**config.mk**
```make
export PLATFORM = sky130hd
export DESIGN_NAME = sxe_win_cell
export DESIGN_NICKNAME = d
export VERILOG_FILES = /design/src/rtl/core/sxe_pkg.sv /design/src/rtl/core/sxe_win_cell.sv
export SDC_FILE = /design/constraint.sdc
export NUM_CORES = 1
export LEC_CHECK = 0
export BUFFER_PORTS_ARGS = -buffer_cell sky130_fd_sc_hd__buf_2
export CORE_MARGIN = 2
export CORE_UTILIZATION = 30
export DETAILED_ROUTE_END_ITERATION = 8
export MAX_ROUTING_LAYER = met4
export PLACE_DENSITY_LB_ADDON = 0.12
export SETUP_SLACK_MARGIN = 0.4
export SYNTH_ARGS = -nofsm -noshare
export SYNTH_HDL_FRONTEND = slang
export SYNTH_SLANG_ARGS = --single-unit
```
**constraint.sdc**
```tcl
create_clock -name clk -period 0.8 [get_ports clk]
set_input_delay 0.04 -clock clk [delete_from_list [all_inputs] [get_ports clk]]
set_output_delay 0.04 -clock clk [all_outputs]
set_load 0.005 [all_outputs]
```
**src/rtl/core/sxe_pkg.sv**
```systemverilog
// ----------------------------------------------------------------------------
// sxe_pkg: shared types and constants of the horizontal Sobel filter
// Pixel, column and control types, register indexes and the divide by nine.
// ----------------------------------------------------------------------------
`default_nettype none

package sxe_pkg;

  localparam int unsigned PIX_W   = 24;
  localparam int unsigned CH_W    = 8;
  localparam int unsigned WIDTH_W = 11;
  localparam int unsigned HEIGHT_W = 13;
  localparam int unsigned ROW_W   = 14;
  localparam int unsigned CFG_IDX_W  = 2;
  localparam int unsigned CFG_DATA_W = 13;
  localparam int unsigned SUM_W   = 11;

  localparam logic [CFG_IDX_W-1:0] CFG_IDX_WIDTH  = 2'd0;
  localparam logic [CFG_IDX_W-1:0] CFG_IDX_HEIGHT = 2'd1;

  localparam logic [WIDTH_W-1:0]  WIDTH_RESET  = 11'd640;
  localparam logic [HEIGHT_W-1:0] HEIGHT_RESET = 13'd480;
  localparam logic [CH_W-1:0]     ALPHA_OPAQUE = 8'hFF;

  // 7282 / 65536 is just above 1/9 and exact for magnitudes up to 1020.
  localparam logic [12:0] DIV9_MUL   = 13'd7282;
  localparam int unsigned DIV9_SHIFT = 16;

  typedef logic [PIX_W-1:0] pix_t;

  // One window column: top, middle and bottom row.
  typedef struct packed {
    pix_t top;
    pix_t mid;
    pix_t bot;
  } col_t;

  typedef logic signed [SUM_W-1:0] sum_t;

  // Control handed from the accept stage to the window stage.
  typedef struct packed {
    logic cur_ok;
    logic left_ok;
    logic top_zero;
    logic bot_zero;
    logic emit;
    logic last;
    logic fwd;
  } win_ctl_t;

  // Signed sum divided by nine, truncating toward zero, low 8 bits kept.
  function automatic logic [CH_W-1:0] div9_low8(input sum_t s);
    logic [SUM_W-2:0] mag;
    logic [22:0]      prod;
    logic [CH_W-1:0]  q;
    mag  = s[SUM_W-1] ? (SUM_W-1)'(-s) : s[SUM_W-2:0];
    prod = 23'(mag) * 23'(DIV9_MUL);
    q    = prod[DIV9_SHIFT +: CH_W];
    return s[SUM_W-1] ? CH_W'(-q) : q;
  endfunction

endpackage

`default_nettype wire

```
**src/rtl/core/sxe_win_cell.sv**
```systemverilog
// ----------------------------------------------------------------------------
// sxe_win_cell: one column of the 3x3 window
// Holds a column of three pixels and hands it on to its neighbour each step.
// ----------------------------------------------------------------------------
`default_nettype none

module sxe_win_cell
  import sxe_pkg::*;
(
  input  wire logic clk,
  input  wire logic rst_n,
  input  wire logic shift_en,
  input  wire col_t col_in,
  output col_t      col_out
);

  col_t col_r;

  // Take the neighbour's column on every window step.
  always_ff @(posedge clk) begin
    if (!rst_n) begin
      col_r <= '0;
    end else if (shift_en) begin
      col_r <= col_in;
    end
  end

  assign col_out = col_r;

endmodule

`default_nettype wire

```
==> flow_metrics.tcl <==
set metrics [dict create \
    drtIter0Drc 54 \
    placed_area_um2 3590 \
    arrival_ns 0.78 \
    synth_area_per_cell_um2 11.9 \
    routed_wl_um 6280 \
    syn-cell-area_um2 2760 \
    fin_skew_ns 0 \
    multi_input_area_um2 1170 \
    netlist_instances 232 \
    regArea_um2 1530 \
    largest_reg_flops 72 \
    gp_congestion 0.718 \
    whs_endpoint "col_out[70]" \
    gr-usage-all-layers_pct 12.5 \
    root_buffer "clkbuf_8" \
    crit_required_ns 0.76 \
    path_clk_slew_ns 0.07 \
    p_sw_mw 1.82 \
    core_um2 9060 \
    cts_max_level 3 \
    fillCellCount 893 \
    num_antenna_cells 0 \
    syn-num-nets 307 \
    cts_tree "built" \
    p_leak_nw 2.01 \
    path_class "reg -> out" \
    timing.setup.tns_ns -0.601 \
    hold_slack_ns -0.0414 \
    crit_slowest_cell "dfxtp_2" \
    fin_crit_sh_pct 103 \
    path_cells "buf_6" \
    antenna_found_initial 0 \
    ant_nets 0 \
    rrSetupSlack_ns 0.17 \
    post_drt_wl_per_cell_um 12.7 \
    rows 35 \
    clock_sinks 72 \
    gr-total-overflow 0 \
    r2r_start "col_out[46]" \
    rr_endpoint "col_out[46]" \
    p_per_area_nw_per_um2 1930 \
    finalSetupViolCount 69 \
    hp-start "col_in[70]" \
    fp.dieW_um 99.9 \
    p_sw_share_pct 23.3 \
    worst_setup_path_end_kind "primary output" \
    clock.fmax_mhz 1210 \
    combPwrFrac_pct 13.8 \
    synth_cell_type_count 7 \
    seq_power_share_pct 50.6 \
    peakVddDrop_uv 864 \
    fin_nets 455 \
    cp_top_family "flip-flops" \
    ff2ff_path_depth 2 \
    post-cts-setup-buffers 0 \
    worstHoldPathCells 3 \
    dp_hpwl_um 4200 \
    rsz0062_at_grt "true" \
    syn_to_final_growth_pct 46.8 \
    yosys_warnings 0 \
    violations "hold timing, setup timing" \
    crit_fanout 2 \
    cts_buffers 9 \
    grt_max_degree 39 \
    drive_gt1_share_pct 62.2 \
    drc 0 \
    cap_violations 0 \
    synth-seq-cells 72 \
    fin_crit_ns 0.824 \
    cts_buffer_depth 2 \
    die-area_um2 9980 \
    finalInstanceArea_um2 4050 \
    hold_viol 71 \
    grt_pass1_wl_um 9440 \
    final_cell_mix "115 x buf_2, 72 x mux2i_1, 72 x nor2b_1, 72 x dfxtp_2, 30 x buf_6" \
    finalPower_mw 7.82 \
    tightest_slew_ns 0.152 \
    die_y_um 99.9 \
    cp_slowest_stage_delay_ns 0.34 \
    status "complete, but fails checks" \
    hold_class "in -> reg" \
    setup_ws_ns -0.0239 \
    cp_num_buf_inv 1 \
    fin_cells 495 \
    dr_total_vias 2077 \
    routed_via_density 4.20 \
    p_int_mw 6.00 \
    place.port_buffers 146 \
    yosysSeqAreaShare_pct 52.2 \
    clock_latency_ns 0.33 \
    dr.pass1.iters 3 \
    drv_slew 0 \
    post-place-ws_ns -0.0454 \
    final_util_pct 44.7 \
    slew-limit-headroom_pct 89.6 \
    clockPowerShare_pct 35.6 \
    final_common_cell "buf_2" \
    placed_cells 480 \
    start_util_pct 30.4 \
    boundaryPins 147 \
    cp-start-kind "register" \
    grt_pass1_vias 1987 \
]
-- timing repair --
| item | CTS | global route |
|---|---|---|
| setup endpoints to repair | 144 | 144 |
| resized for setup | 80 | 22 |
| endpoints found under the hold margin | 72 | 64 |
| cloned | 0 | 0 |
-- Yosys cell counts --
library cell | count | area (um2)
buf_6 | 1 | 11.3
buf_8 | 7 | 105
clkbuf_1 | 7 | 26.3
clkbuf_2 | 1 | 5.00
dfxtp_1 | 72 | 1440
mux2i_1 | 72 | 721
nor2b_1 | 72 | 450
-- power by group through the flow --
| stage | sequential [mW] | clock [mW] | combinational, mW |
|---|---|---|---|
| final | 3.96 | 2.78 | 1.08 |
| after global routing | 3.99 | 3.06 | 1.19 |
| after global placement | 3.98 | 0 | 0.995 |
| after floorplan | 4.00 | 0 | 0.522 |
| after detailed placement | 3.98 | 0 | 0.998 |
| after CTS | 3.94 | 2.94 | 1.03 |
-- metal layers --
layer	routed length, um	global-route usage, %	vias up
met5	0	-	-
met4	60	6.32	0
met3	453	3.97	6
met2	3010	18.8	79
met1	2760	15.1	936
li1	-	-	1056
-- cells by family (layout without fill, tap and decap cells) --
kind of cell	after synthesis	in the layout	synth area share [%]
buffers and inverters	16	168	5.35
muxes	72	72	26.1
DFF	72	72	52.2
and+or+nand+nor	72	72	16.3
-- cell type report --
class	count	area share (%)
clock buffers	11	3.49
clock inverters	4	1.11
multi-input cells	144	28.9
flip-flops and latches	72	37.8
well taps	111	3.43
repair buffers	153	25.3
-- how the worst max path moves through the flow --
stage	slack, ns	depth (start not counted)	end	start
2_1_floorplan	0.16	4	col_out[0]	shift_en
3_3_place_gp	-0.03	4	col_out[2]	shift_en
3_5_place_dp	-0.05	4	col_out[33]	shift_en
4_1_cts	-0.06	1	col_out[53]	col_out[53]
5_1_grt	-0.08	1	col_out[50]	col_out[50]
6_report	-0.02	1	col_out[50]	col_out[50]
Power figures use the tool's default switching activity.
